### src/sv/rau_mul.sv
// Registered signed 33 x 33 multiplier shared by all product steps.
module rau_mul (
	input  logic               clk,
	input  logic signed [32:0] a,
	input  logic signed [32:0] b,
	output logic signed [63:0] p_q
);
	logic signed [65:0] prod;

	// form the full product, keep the low 64 bits
	assign prod = a * b;

	always_ff @(posedge clk) begin
		p_q <= prod[63:0];
	end
endmodule

### config.mk
export PLATFORM = sky130hd
export DESIGN_NAME = rau_mul
export DESIGN_NICKNAME = d
export VERILOG_FILES = /design/src/sv/rau_mul.sv
export SDC_FILE = /design/constraint.sdc
export NUM_CORES = 2
export LEC_CHECK = 0
export BUFFER_PORTS_ARGS = -buffer_cell sky130_fd_sc_hd__buf_4
export CORE_ASPECT_RATIO = 0.6
export CORE_MARGIN = 2
export CORE_UTILIZATION = 35
export CTS_CLUSTER_DIAMETER = 200
export DETAILED_ROUTE_END_ITERATION = 12
export SETUP_SLACK_MARGIN = 0.1
export SLEW_MARGIN = 20
export SYNTH_ARGS = -nofsm -noshare
export SYNTH_HDL_FRONTEND = slang
export SYNTH_SLANG_ARGS = --single-unit
### constraint.sdc
create_clock -name clk -period 29 [get_ports clk]
set_input_delay 5.8 -clock clk [delete_from_list [all_inputs] [get_ports clk]]
set_output_delay 5.8 -clock clk [all_outputs]
set_load 0.005 [all_outputs]
==> impl_metrics.csv <==
group,metric,value,unit
critical_path,end_kind,"register",
yosys,synth_commonest_cells,"fa_1 (1125), inv_1 (1086), and2_1 (548)",
flow_run,maxCapViolCount,0,
die,dieArea,116000,um2
sta,rsz0062_at_grt,"no",
final_layout,top_register,"p_q",
place,routabilityCongestion,0.891,
routing,wirelength,116000,um
place,port_buffers,130,
grt,met2_usage,0.256,
clocking,post_cts_buffers,0,
yosys,syn-num-nets,5611,
critical_path,cp_common_cell,"fa_1",
yosys,syn_area,39500,um2
clocking,ctsHoldBuffers,0,
yosys,synthFlopType,"dfxtp_1",
hold_path,hold-path-cell-count,2,
yosys,synth_enable_flop_cells,0,
critical_path,critPathMaxStageDelay,0.84,ns
routing,vias,27100,
die,std_cell_rows,95,
die,coreArea,112000,um2
yosys,ys_ff_latch,64,
sta,slew_headroom,0.305,
clocking,cts_inserted_buffers,9,
critical_path,cp_cell_sequence,"buf_4, nand2_1, inv_1, fa_1, fa_1, fa_1, inv_1, fa_1, inv_1, fa_1, fa_1, fa_1, inv_1, fa_1, inv_1, ha_1, a21o_1, a21o_1, a21oi_1, nand2_1, o31ai_1, o211ai_1, a21oi_1, xnor2_1",
critical_path,cp.required,29.29,ns
yosys,yosysTopAreaCell,"fa_1",
clocking,clkTransAtPathRegs,0.06,ns
grt,grtUsageMet3,0.0924,
sta,setup_viol,0,
grt,grt_max_degree,35,
yosys,async_reset_ff_frac,0,
grt,grt_pass1_vias,29200,
critical_path,start_kind,"input port",
grt,use_met1,0.339,
final_layout,nFillCells,11200,
final_layout,largest_reg_flops,64,
grt,grt-busiest-layer,"met1",
hold_path,hold_path_startpoint,"b[0]",
clocking,cts_buffer_depth,2,
hold_path,hold_class,"input port to register",
die,initial_core_util,0.353,
clocking,cts-root-buf,"clkbuf_16",
sta,max_freq,73.7,MHz
yosys,syn_inst,4207,
clocking,cts_sinks,64,
sta,post-route-min-period,13.57,ns
yosys,synth.most_common_cell,"fa_1",
sta,totalNegativeSetupSlack,0,ns
die,fp.dieH,264,um
routing,drt-initial-drc-count,2358,
yosys,yosysWarnings,0,
sta,hold_violations,0,
final_layout,reg.largest.list,"p_q (64)",
routing,antenna_left,0,
routing,drt-pass1-iter-count,8,
place,place_hpwl,95200,um
grt,grt_first_pass_wirelength,184000,um
die,die_w,438,um
critical_path,cp_num_buf_inv,6,
run_status,status,"complete, no violations",
final_layout,finalNetCount,5530,
critical_path,cp_max_fo,33,
grt,grt_usage,0.211,
yosys,synth_cell_type_count,57,
clocking,cts_resized,0,
sta,fin_crit_sh,0.468,
critical_path,crit_start,"b[0]",
sta,worst_pin_slew,1.04,ns
grt,antenna_found_initial,9,
yosys,synth.top_cell.area_share,0.570,
final_layout,syn2layout_area_growth,5.82,%
critical_path,worstPathArrival,13.86,ns
critical_path,path_delay_family,"adder cells",
yosys,synth_seq_area_share,0.0324,
final_layout,drive_gt1_frac,0.0368,
routing,drc,0,
critical_path,path_class,"input port to register",
routing,wl_per_cell,20.5,um
die,io_pins,131,
clocking,htree_levels,3,
yosys,syn_avg_cell_area,9.40,um2
critical_path,slowest_stage,"fa_1",
sta,drv_slew,0,
routing,via_per_inst,4.80,
grt,grt_remaining_overflow,0,
hold_path,whs_endpoint,"p_q[0]",
yosys,synth.top_cells.by_area,"fa_1 (57%), inv_1 (10%), and2_1 (8.7%), ha_1 (6.7%), nand2_1 (5.2%)",
clocking,cts_tree,"yes",
[worst max-delay path by stage]
stage / end / depth (start not counted)
6_report: p_q[63] / 24
3_5_place_dp: p_q[63] / 24
5_1_grt: p_q[63] / 24
4_1_cts: p_q[63] / 24
2_1_floorplan: p_q[63] / 24
3_3_place_gp: p_q[63] / 24
[cells in the final DEF (no fill, tap or decap), types with 7 or more instances in the layout]
cell       count
a211oi_1       8
a21o_1        18
a21oi_1       69
and2_1       548
buf_4        130
clkbuf_16      9
dfxtp_1       64
fa_1        1125
ha_1         212
inv_1       1086
nand2_1      547
nand2b_1       9
nand3_1       18
nand4_1       12
nor2_1        18
nor2b_1       32
nor3_1        11
o211ai_1       7
o21a_1        18
o21ai_0       29
o21bai_1       7
xnor2_1       55
xor2_1        21
[through the flow]
| stage | hold slack [ns] | instance area, um2 | instances | util | worst slack [ns] |
|---|---|---|---|---|---|
| floorplan | 5.93 | 39500 | 4207 | - | 15.94 |
| global placement | 6.18 | 41600 | 5618 | 0.371 | 15.07 |
| global route | 5.90 | 41800 | 5634 | 0.374 | 14.85 |
| CTS | 5.88 | 41800 | 5633 | 0.374 | 15.44 |
| detailed placement | 6.18 | 41600 | 5618 | 0.371 | 15.09 |
| finish | 5.90 | 41800 | 5635 | 0.374 | 15.43 |
[layout make-up]
type                       count  area [um2]  share of cell area
inverter                    1086        4080              0.0974
tap                         1503        1880              0.0449
sequential                    64        1280              0.0306
antenna                        2        5.00            0.000120
clock inverter                 3        17.5            0.000419
clock buffer                  12         256             0.00613
multi-input combinational   2835       33400               0.797
timing repair buffer         130         976              0.0233
[cell families (layout without fill, tap and decap cells)]
| kind of cell | count (synthesis) | in the layout | synth area share |
|---|---|---|---|
| simple gates | 1221 | 1221 | 0.157 |
| compound gates | 200 | 200 | 0.0325 |
| buf+inv | 1308 | 1231 | 0.124 |
| mux | 1 | 1 | 0.000253 |
| other cells | 0 | 2 | 0 |
| fa+ha+maj | 1337 | 1337 | 0.637 |
| xor+xnor | 76 | 76 | 0.0168 |
| flops | 64 | 64 | 0.0324 |
[per-layer routing]
| metal | up-vias | part of all wire |
|---|---|---|
| li1 | 11700 | - |
| met1 | 14000 | 0.49 |
| met2 | 1274 | 0.36 |
| met3 | 63 | 0.14 |
| met4 | 6 | 0.011 |
| met5 | - | 0.00035 |
Power is left out: the tool's default activity adds up to more than one toggle a clock period on the data nets, which glitch-free logic cannot reach.
