### src/sv/rau_pkg.sv
// Shared types, op codes and constants for the rational arithmetic unit.
package rau_pkg;

	localparam int WIDTH = 32;

	// magnitude bound for a reduced result: 2^(WIDTH-1)
	localparam logic [63:0] LIM = 64'(1) << (WIDTH - 1);

	localparam logic [2:0] OP_ADD = 3'd0;
	localparam logic [2:0] OP_SUB = 3'd1;
	localparam logic [2:0] OP_MUL = 3'd2;
	localparam logic [2:0] OP_DIV = 3'd3;
	localparam logic [2:0] OP_LT  = 3'd4;
	localparam logic [2:0] OP_EQ  = 3'd5;

	localparam logic [1:0] ST_OK       = 2'd0;
	localparam logic [1:0] ST_ZERO_DEN = 2'd1;
	localparam logic [1:0] ST_OVF      = 2'd2;

	typedef enum logic [3:0] {
		S_IDLE,
		S_MUL_X,
		S_MUL_Y,
		S_MUL_D,
		S_CAP_D,
		S_EVAL,
		S_GCD,
		S_DIV_N,
		S_DIV_D,
		S_CHECK
	} seq_state_t;

	typedef struct packed {
		logic busy;
		logic done;
	} unit_stat_t;

endpackage

### src/sv/rau_div.sv
// Restoring divider: one quotient bit per cycle, 64-bit dividend and divisor.
module rau_div (
	input  logic              clk,
	input  logic              arst_n,
	input  logic              start,
	input  logic [63:0]       dividend,
	input  logic [63:0]       divisor,
	output logic [63:0]       quot,
	output rau_pkg::unit_stat_t stat
);
	import rau_pkg::*;

	logic [63:0] dvd_q, dsr_q, rem_q;
	logic [6:0]  cnt_q;
	logic        busy_q, done_q;
	logic [64:0] sh, trial;

	// shift in the next dividend bit and try the subtract
	assign sh    = {rem_q, dvd_q[63]};
	assign trial = sh - {1'b0, dsr_q};

	assign quot      = dvd_q;
	assign stat.busy = busy_q;
	assign stat.done = done_q;

	// control
	always_ff @(posedge clk or negedge arst_n) begin
		if (!arst_n) begin
			busy_q <= 1'b0;
			done_q <= 1'b0;
			cnt_q  <= '0;
		end else begin
			done_q <= 1'b0;
			if (start) begin
				busy_q <= 1'b1;
				cnt_q  <= 7'd64;
			end else if (busy_q) begin
				cnt_q <= cnt_q - 7'd1;
				if (cnt_q == 7'd1) begin
					busy_q <= 1'b0;
					done_q <= 1'b1;
				end
			end
		end
	end

	// datapath
	always_ff @(posedge clk) begin
		if (start) begin
			dvd_q <= dividend;
			dsr_q <= divisor;
			rem_q <= '0;
		end else if (busy_q) begin
			if (!trial[64]) begin
				rem_q <= trial[63:0];
				dvd_q <= {dvd_q[62:0], 1'b1};
			end else begin
				rem_q <= sh[63:0];
				dvd_q <= {dvd_q[62:0], 1'b0};
			end
		end
	end

`ifndef SYNTHESIS
	a_done_idle: assert property (@(posedge clk) disable iff (!arst_n)
		done_q |-> !busy_q) else $error("divider done while busy");
	a_cnt_range: assert property (@(posedge clk) disable iff (!arst_n)
		busy_q |-> cnt_q != 7'd0) else $error("divider count ran out");
	a_rem_below: assert property (@(posedge clk) disable iff (!arst_n)
		busy_q && !start |-> rem_q < dsr_q) else $error("remainder not below divisor");
`endif
endmodule

### config.mk
export PLATFORM = sky130hd
export DESIGN_NAME = rau_div
export DESIGN_NICKNAME = d
export VERILOG_FILES = /design/src/sv/rau_pkg.sv /design/src/sv/rau_div.sv
export SDC_FILE = /design/constraint.sdc
export NUM_CORES = 1
export LEC_CHECK = 0
export BUFFER_PORTS_ARGS = -buffer_cell sky130_fd_sc_hd__buf_2
export CORE_MARGIN = 5
export CORE_UTILIZATION = 23
export CTS_BUF_LIST = sky130_fd_sc_hd__clkbuf_4
export CTS_CLUSTER_DIAMETER = 80
export DETAILED_ROUTE_END_ITERATION = 10
export SYNTH_ARGS = -nofsm -noshare
export SYNTH_HDL_FRONTEND = slang
export SYNTH_SLANG_ARGS = --single-unit
### constraint.sdc
create_clock -name clk -period 3.9 [get_ports clk]
set_input_delay 0.585 -clock clk [delete_from_list [all_inputs] [get_ports clk]]
set_output_delay 0.585 -clock clk [all_outputs]
set_load 0.01 [all_outputs]
==> run summary <==
Initial Util: 23.2%
Synthesized area per cell: 9.81 um2
GRT overflow: 0
Gpl congestion: 0.897
F_max: 0.268 GHz
Clock root cell: clkbuf_4
CTS tree: built
EDFF count, synth: 128
Iteration count of the initial detailed-routing pass: 8
Hold Slack: 0.124 ns
Starting DRC count in detailed routing: 488
Critical path capture point type: flop
Post-Syn Area: 0.0117 mm2
Post-synth ARST share: 4.48%
Final Hold Violating Endpoints: 0
Final period utilization: 95.5%
Synth cell types: 71
PwrDens: 648 mW/mm2
DRT antenna net count: 0
CP required: 4.57 ns
Startpoint Class: flop
Initial antenna violation count: 3
# setup viols final: 0
Sequential share of the synthesized area: 45.9%
Final wirelength: 33400 um
Setup TNS: 0 ns
Layout overhead on the synthesized area: 27.6%
Clk_lat worst skew: 0.78 ns
Synth area leader: edfxtp_1
DP Wirelength: 24200 um
DRC viols: 0
Critical path data arrival time: 4.40 ns
Main flop type after synthesis: edfxtp_1
First-pass GRT wire length: 53700 um
I/O pin total: 197
Buffers on Ports: 196
Area of the multi-input gates: 0.00575 mm2
Die area: 0.0553 mm2
Vias in the first global route: 10300
Crit-path max FO: 5
Worst-Margin Slew: 1.06 ns
Clock Sinks: 201
Mapped Cells: 1188
Commonest non-fill, non-tap cell in the layout: buf_2
Wirelength per Cell: 15.2 um
Largest net degree at the start of global routing: 66
TritonCTS Buffers: 58
Total GRT Usage: 11.6%
Most frequent cells in the layout: buf_2, nor2_1, edfxtp_1
Seq. cell area: 0.00535 mm2
Net count after synthesis: 1386
Yosys warning total: 0
Final setup skew: 0.0814 ns
Relative slew slack: 29.1%
Synth area leaders: edfxtp_1, dfxtp_1, ha_1
Die height: 235 um
Vias per std cell: 4.51
Status: completed
Clk slew on worst S/H paths: 0.07 ns
Min Tclk post-route: 3.73 ns
Clk buf depth: 3
Peak VDD IR: 338 uV
Seq cells post-synth: 201
Max Cap Viol: 0
Slew Viols, Final: 0
Fill count: 5271
Num rows: 82
H-tree depth: 2
Post-synth top area share: 33.0%
Vias: 9893
P_leak: 0.00625 uW
Core footprint: 0.0502 mm2
Post-CTS Setup Bufs: 0
Fin nets: 1670
Worst Hold Class: input pin to flop
Critical path class: flop to flop
Layout cell share with drive strength beyond 1: 26.0%
Die X-Extent: 235 um
==> power breakdown <==
group | switching [uW] | internal (uW) | total, uW
Sequential | 358 | 2770 | 3130
Combinational | 2530 | 1900 | 4430
Clock | 983 | 1080 | 2060
Total | 3870 | 5760 | 9630
==> critical path, cell delays in order (launching register included) <==
cell and delay [ns]:
edfxtp_1 0.32, inv_1 0.04, ha_1 0.36, nand2_1 0.13
or3_1 0.44, or3_1 0.43, or3_4 0.42, and2_4 0.19
or3_1 0.39, and3_1 0.27, buf_4 0.18, a41o_1 0.20
o32ai_1 0.25
==> layout make-up <==
type / instances / share of cell area (%)
clock buffers: 93 / 4.70
clock inverters: 17 / 0.505
repair buffers: 286 / 12.5
inverters: 79 / 1.99
well taps: 672 / 5.65
multi-input cells: 846 / 38.6
diodes: 2 / 0.0337
flip-flops and latches: 201 / 36.0
==> cell usage after synthesis, types with 35 or more instances <==
master / n
a211oi_1: 41
a21oi_1: 113
clkbuf_1: 45
dfxtp_1: 64
edfxtp_1: 128
ha_1: 66
inv_1: 79
mux2_2: 63
nand2_1: 86
nor2_1: 128
o21ai_0: 62
xor2_1: 35
==> logic make-up after synthesis <==
kind of cell             count (synthesis)  synth area share [%]
AND/OR/NAND/NOR                        317                  12.3
buffers and inverters                  141                  4.90
multiplexers                            88                  8.26
adder cells (fa/ha/maj)                 67                  7.26
AO/OA/AOI/OAI                          312                  16.7
flip-flops                             201                  45.9
XOR/XNOR                                62                  4.66
==> sequential cells by signal, summed over array words and instances, names as in the netlist <==
name / count
busy_q: 1
cnt_q: 7
done_q: 1
dsr_q: 64
quot: 64
rem_q: 64
==> through the flow <==
stage | setup WS, ns | std cells | cell area [um2] | total power (uW) | util, %
2_1_floorplan | 0.269 | 1188 | 11700 | 6350 | -
3_3_place_gp | 0.168 | 2018 | 13400 | 7440 | 26.7
3_5_place_dp | 0.122 | 2018 | 13400 | 7500 | 26.7
4_1_cts | 0.121 | 2194 | 14800 | 9730 | 29.6
5_1_grt | -0.0413 | 2196 | 14900 | 10400 | 29.6
6_report | 0.174 | 2196 | 14900 | 9630 | 29.6
==> final timing paths <==
path / start / endpoint / slack, ns / cells past startpoint
max: dsr_q[23] / rem_q[63] / 0.17 / 12
min: dividend[49] / quot[49] / 0.12 / 2
max reg2reg: dsr_q[23] / rem_q[63] / 0.17 / 12
min reg2reg: rem_q[40] / rem_q[40] / 0.48 / 2
max in group asynchronous: arst_n / cnt_q[4] / 3.44 / 2
min in group asynchronous: arst_n / done_q / 0.23 / 2
==> routing by layer <==
layer	part of all wire, %	track usage [%]	vias up
li1	-	-	4907
met1	44	14.4	4602
met2	46	19.3	315
met3	6.9	3.34	67
met4	2.9	4.41	2
met5	0.045	0	-
==> what timing repair did <==
action	CTS	global route
setup endpoints to repair	0	20
hold buffers	66	0
endpoints found under the hold margin	74	0
gates resized for setup	0	4
Power figures use the tool's default switching activity.
