[config.mk]
export PLATFORM = sky130hd
export DESIGN_NAME = rau_gcd
export DESIGN_NICKNAME = d
export VERILOG_FILES = /design/src/sv/rau_pkg.sv /design/src/sv/rau_gcd.sv
export SDC_FILE = /design/constraint.sdc
export NUM_CORES = 1
export LEC_CHECK = 0
export BUFFER_PORTS_ARGS = -buffer_cell sky130_fd_sc_hd__buf_2
export CORE_UTILIZATION = 33
export DETAILED_ROUTE_END_ITERATION = 7
export SLEW_MARGIN = 20
export SYNTH_ARGS = -nofsm -noshare
export SYNTH_HDL_FRONTEND = slang
export SYNTH_SLANG_ARGS = --single-unit
export TNS_END_PERCENT = 100
[constraint.sdc]
create_clock -name clk -period 12.1 [get_ports clk]
set_clock_uncertainty 0.1 [all_clocks]
set_input_delay 1.21 -clock clk [delete_from_list [all_inputs] [get_ports clk]]
set_output_delay 1.21 -clock clk [all_outputs]
set_load 0.02 [all_outputs]
[src/sv/rau_pkg.sv]
// Shared types, op codes and constants for the rational arithmetic unit.
package rau_pkg;

	localparam int WIDTH = 32;

	// magnitude bound for a reduced result: 2^(WIDTH-1)
	localparam logic [63:0] LIM = 64'(1) << (WIDTH - 1);

	localparam logic [2:0] OP_ADD = 3'd0;
	localparam logic [2:0] OP_SUB = 3'd1;
	localparam logic [2:0] OP_MUL = 3'd2;
	localparam logic [2:0] OP_DIV = 3'd3;
	localparam logic [2:0] OP_LT  = 3'd4;
	localparam logic [2:0] OP_EQ  = 3'd5;

	localparam logic [1:0] ST_OK       = 2'd0;
	localparam logic [1:0] ST_ZERO_DEN = 2'd1;
	localparam logic [1:0] ST_OVF      = 2'd2;

	typedef enum logic [3:0] {
		S_IDLE,
		S_MUL_X,
		S_MUL_Y,
		S_MUL_D,
		S_CAP_D,
		S_EVAL,
		S_GCD,
		S_DIV_N,
		S_DIV_D,
		S_CHECK
	} seq_state_t;

	typedef struct packed {
		logic busy;
		logic done;
	} unit_stat_t;

endpackage

[src/sv/rau_gcd.sv]
// Binary GCD unit: one shift or subtract step per cycle over 64-bit values.
module rau_gcd (
	input  logic              clk,
	input  logic              arst_n,
	input  logic              start,
	input  logic [63:0]       u,
	input  logic [63:0]       v,
	output logic [63:0]       g_q,
	output rau_pkg::unit_stat_t stat
);
	import rau_pkg::*;

	logic [63:0] u_q, v_q;
	logic [5:0]  k_q;
	logic        common_q;
	logic        busy_q, done_q;
	logic [64:0] diff;

	// one compare and subtract for the u >= v order; the other order subtracts apart
	assign diff = {1'b0, u_q} - {1'b0, v_q};

	assign stat.busy = busy_q;
	assign stat.done = done_q;

	// control
	always_ff @(posedge clk or negedge arst_n) begin
		if (!arst_n) begin
			busy_q <= 1'b0;
			done_q <= 1'b0;
		end else begin
			done_q <= 1'b0;
			if (start) begin
				busy_q <= 1'b1;
			end else if (busy_q && !common_q && u_q[0] && v_q[0] && diff == 65'd0) begin
				busy_q <= 1'b0;
				done_q <= 1'b1;
			end
		end
	end

	// datapath: strip common twos, then reduce by shift and subtract
	always_ff @(posedge clk) begin
		if (start) begin
			u_q      <= u;
			v_q      <= v;
			k_q      <= '0;
			common_q <= 1'b1;
		end else if (busy_q) begin
			if (common_q) begin
				if (!u_q[0] && !v_q[0]) begin
					u_q <= u_q >> 1;
					v_q <= v_q >> 1;
					k_q <= k_q + 6'd1;
				end else begin
					common_q <= 1'b0;
				end
			end else if (!u_q[0]) begin
				u_q <= u_q >> 1;
			end else if (!v_q[0]) begin
				v_q <= v_q >> 1;
			end else if (diff == 65'd0) begin
				g_q <= u_q << k_q;
			end else if (!diff[64]) begin
				u_q <= diff[63:0];
			end else begin
				v_q <= v_q - u_q;
			end
		end
	end

`ifndef SYNTHESIS
	a_done_idle: assert property (@(posedge clk) disable iff (!arst_n)
		done_q |-> !busy_q) else $error("gcd done while busy");
	a_start_busy: assert property (@(posedge clk) disable iff (!arst_n)
		start |=> busy_q) else $error("gcd not busy after start");
	a_done_nonzero: assert property (@(posedge clk) disable iff (!arst_n)
		done_q && $past(u_q) != 64'd0 |-> g_q != 64'd0) else $error("gcd zero");
`endif
endmodule

==> impl_metrics.tcl <==
set metrics [dict create \
    via_per_inst 6.00 \
    final.setup.tns_ns 0 \
    yosysSeqAreaShare_pct 27.9 \
    wl_met1_mm 38.1 \
    rsz0062_at_grt "no" \
    grt_overflow_total 0 \
    seqCellArea_um2 5970 \
    antenna_found_initial 2 \
    critPathKind "reg2reg" \
    wl_per_cell_um 24.5 \
    violations "DRC" \
    synth_area_um2 21400 \
    cts-htree-levels 1 \
    ys_seq_elements 201 \
    worst_slack_ns 6.08 \
    synth-main-ff-cell "edfxtp_1" \
    crit_required_ns 12.19 \
    drc 2 \
    cts-buffers-inserted 26 \
    drive_above_1_share_pct 13.7 \
    start_kind "register" \
    fin_crit_sh_pct 49.7 \
    outcome "finished with violations" \
    track_usage_pct 25.5 \
    max-vdd-ir-drop_uv 112 \
    wl_met2_mm 37.8 \
    crit_fanout 64 \
    cts_tree "done" \
    io_buffer_count 196 \
    syn_inst 2638 \
    yosysWarnings 0 \
    fillers 6744 \
    grt_pass1_wl_mm 129 \
    r2r_setup_slack_ns 6.08 \
    max_cap_viol_count 0 \
    synth.avg_cell_area_um2 8.10 \
    relSlewSlack_pct 21.2 \
    gp_congestion 1.09 \
    postCtsSetupBuffers 0 \
    vias 21400 \
    synth_edf_count 192 \
    setup_viol 0 \
    grt_pass1_vias 19900 \
    row_count 92 \
    drv_slew 0 \
    worstSkewPairLatency_ns 0.58 \
    top_layer "met4" \
    cts-resized-gates 0 \
    synth_top_area_share_pct 27.0 \
    place_inst 3522 \
    cp.arrival_ns 6.11 \
    wl_mm 87.4 \
    ios 197 \
    path_clk_slew_ns 0.07 \
    die_y_um 257 \
    min_period_ns 6.02 \
    worst_hold_slack_ns 0.338 \
    synth_cell_types 102 \
    grt_max_degree 76 \
    pre_cts_slack_ns 6.19 \
    insertedDiodeCount 0 \
    power_per_cell_area_nw_per_um2 276 \
    clock-sinks 201 \
    worstReg2RegEnd "g_q[32]" \
    root_buffer "clkbuf_16" \
    max_freq_ghz 0.166 \
    met3_wirelength_mm 8.34 \
    tightest_slew_ns 1.18 \
    critPathCaptureType "register" \
    initial_core_util_pct 33.6 \
    yosysTopAreaCell "edfxtp_1" \
    async_reset_ff_share_pct 0.995 \
    r2r-start "u_q[19]" \
    ant_nets 0 \
    r2r_cells 14 \
    clk_path_buf_depth 3 \
    first_pass_iters 8 \
    layout.cells.non_filler 3570 \
    drt_iter0_drc 2741 \
    hold_viol_final 0 \
    synth_area_leaders "edfxtp_1, ha_1, nand2_1" \
    die_x_um 257 \
    num-nets-final 2968 \
    multiInputGateArea_um2 14000 \
    dp_hpwl_mm 69.0 \
    postCtsHoldBufs 0 \
    synth_nets 2902 \
    dieArea_um2 65800 \
    area_delta_synth_final_pct 11.2 \
    holdCritPathClass "in2async" \
    core_area_um2 63500 \
    leakagePower_uw 0.00978 \
]
[placed cells by master, fill, tap and decap left out, types with 15 or more instances in the layout]
cell type,instances
a31oi_1,23
a221oi_1,27
xnor2_1,68
o22ai_1,20
mux2i_1,50
a21o_1,77
nand3_1,31
buf_2,195
clkbuf_16,27
o21bai_1,26
o31ai_1,17
a211oi_1,40
ha_1,131
o211ai_1,17
a2bb2oi_1,57
edfxtp_1,192
o21ai_1,18
a21oi_1,232
buf_4,24
nor3_1,40
nor4_1,15
inv_1,185
xor2_1,32
nand2_1,312
mux4_2,49
o21ai_0,222
a22oi_1,17
nand4_1,52
nor2_1,230
o21a_1,35
[cell families (layout without fill, tap and decap cells)]
logic type	Yosys count	in the layout	synth area share, %
muxes	102	102	7.66
xor gates and xnor gates	100	100	4.10
AOI/OAI and AO/OA	941	941	28.8
DFF	201	201	27.9
buffers and inverters	370	456	6.87
and+or+nand+nor	791	791	16.9
adders and majority gates	133	133	7.85
[where the power goes]
part / leakage [uW] / total, uW / switching [uW] / internal (uW)
logic: 0.00740 / 4450 / 2920 / 1530
clock network: 0.000423 / 807 / 349 / 458
registers: 0.00195 / 1290 / 288 / 1000
total: 0.00978 / 6550 / 3560 / 2990
[through the flow]
step / util (%) / total power, uW / instance area, um2
2_1_floorplan: - / 4230 / 21400
3_3_place_gp: 36.0 / 5620 / 22900
3_5_place_dp: 36.0 / 5570 / 22900
4_1_cts: 37.4 / 6420 / 23800
5_1_grt: 37.4 / 6890 / 23800
6_report: 37.4 / 6550 / 23800
[per-layer routing]
metal | GRT usage, % | vias to the layer above
li1 | - | 9883
met1 | 36.7 | 10300
met2 | 39.1 | 1121
met3 | 3.50 | 144
met4 | 8.28 | 0
met5 | 0 | -
[worst max-delay path by stage]
stage	startpoint	slack, ns	end	cells after the start
floorplan	u_q[0]	3.72	v_q[10]	14
global placement	u_q[19]	6.25	g_q[7]	14
detailed placement	u_q[0]	6.19	g_q[4]	16
CTS	u_q[0]	6.15	g_q[39]	16
global route	u_q[0]	5.80	g_q[39]	16
finish	u_q[19]	6.08	g_q[32]	14
[synthesized netlist by cell type, types with 29 or more instances]
cell,instances
nor2_1,231
xnor2_1,68
nand3_1,31
a211oi_1,40
buf_2,34
o21ai_0,222
o21a_1,35
mux4_2,49
a21o_1,77
a2bb2oi_1,57
ha_1,131
inv_1,185
nand2_1,313
nor3_1,40
nand4_1,52
mux2i_1,50
edfxtp_1,192
clkbuf_1,111
a21oi_1,232
buf_1,29
xor2_1,32
[area by class of cell]
| class | instances | area share (%) |
|---|---|---|
| tap | 846 | 4.45 |
| timing repair buffer | 220 | 4.91 |
| inverter | 188 | 2.97 |
| multi-input combinational | 2067 | 58.8 |
| clock inverter | 21 | 0.879 |
| sequential | 201 | 25.1 |
| clock buffer | 27 | 2.84 |
[state kept, by name, summed over array words and instances (netlist names)]
register and count:
u_q 64, busy_q 1, g_q 64, v_q 64, k_q 6, done_q 1
common_q 1
[critical path, stage by stage (launching register included)]
cell and delay, ns:
edfxtp_1 0.58, inv_1 0.08, ha_1 0.55, nand4_1 0.33, or2_2 0.38, a2111oi_1 0.95, o31ai_1 0.19, a32oi_1 0.18
and4b_1 0.21, nand4_1 0.17, nor4_1 0.50, nand4b_1 0.28, nor3_2 0.24, and4_2 0.23, buf_4 0.61
(Power assumes the default switching activity.)
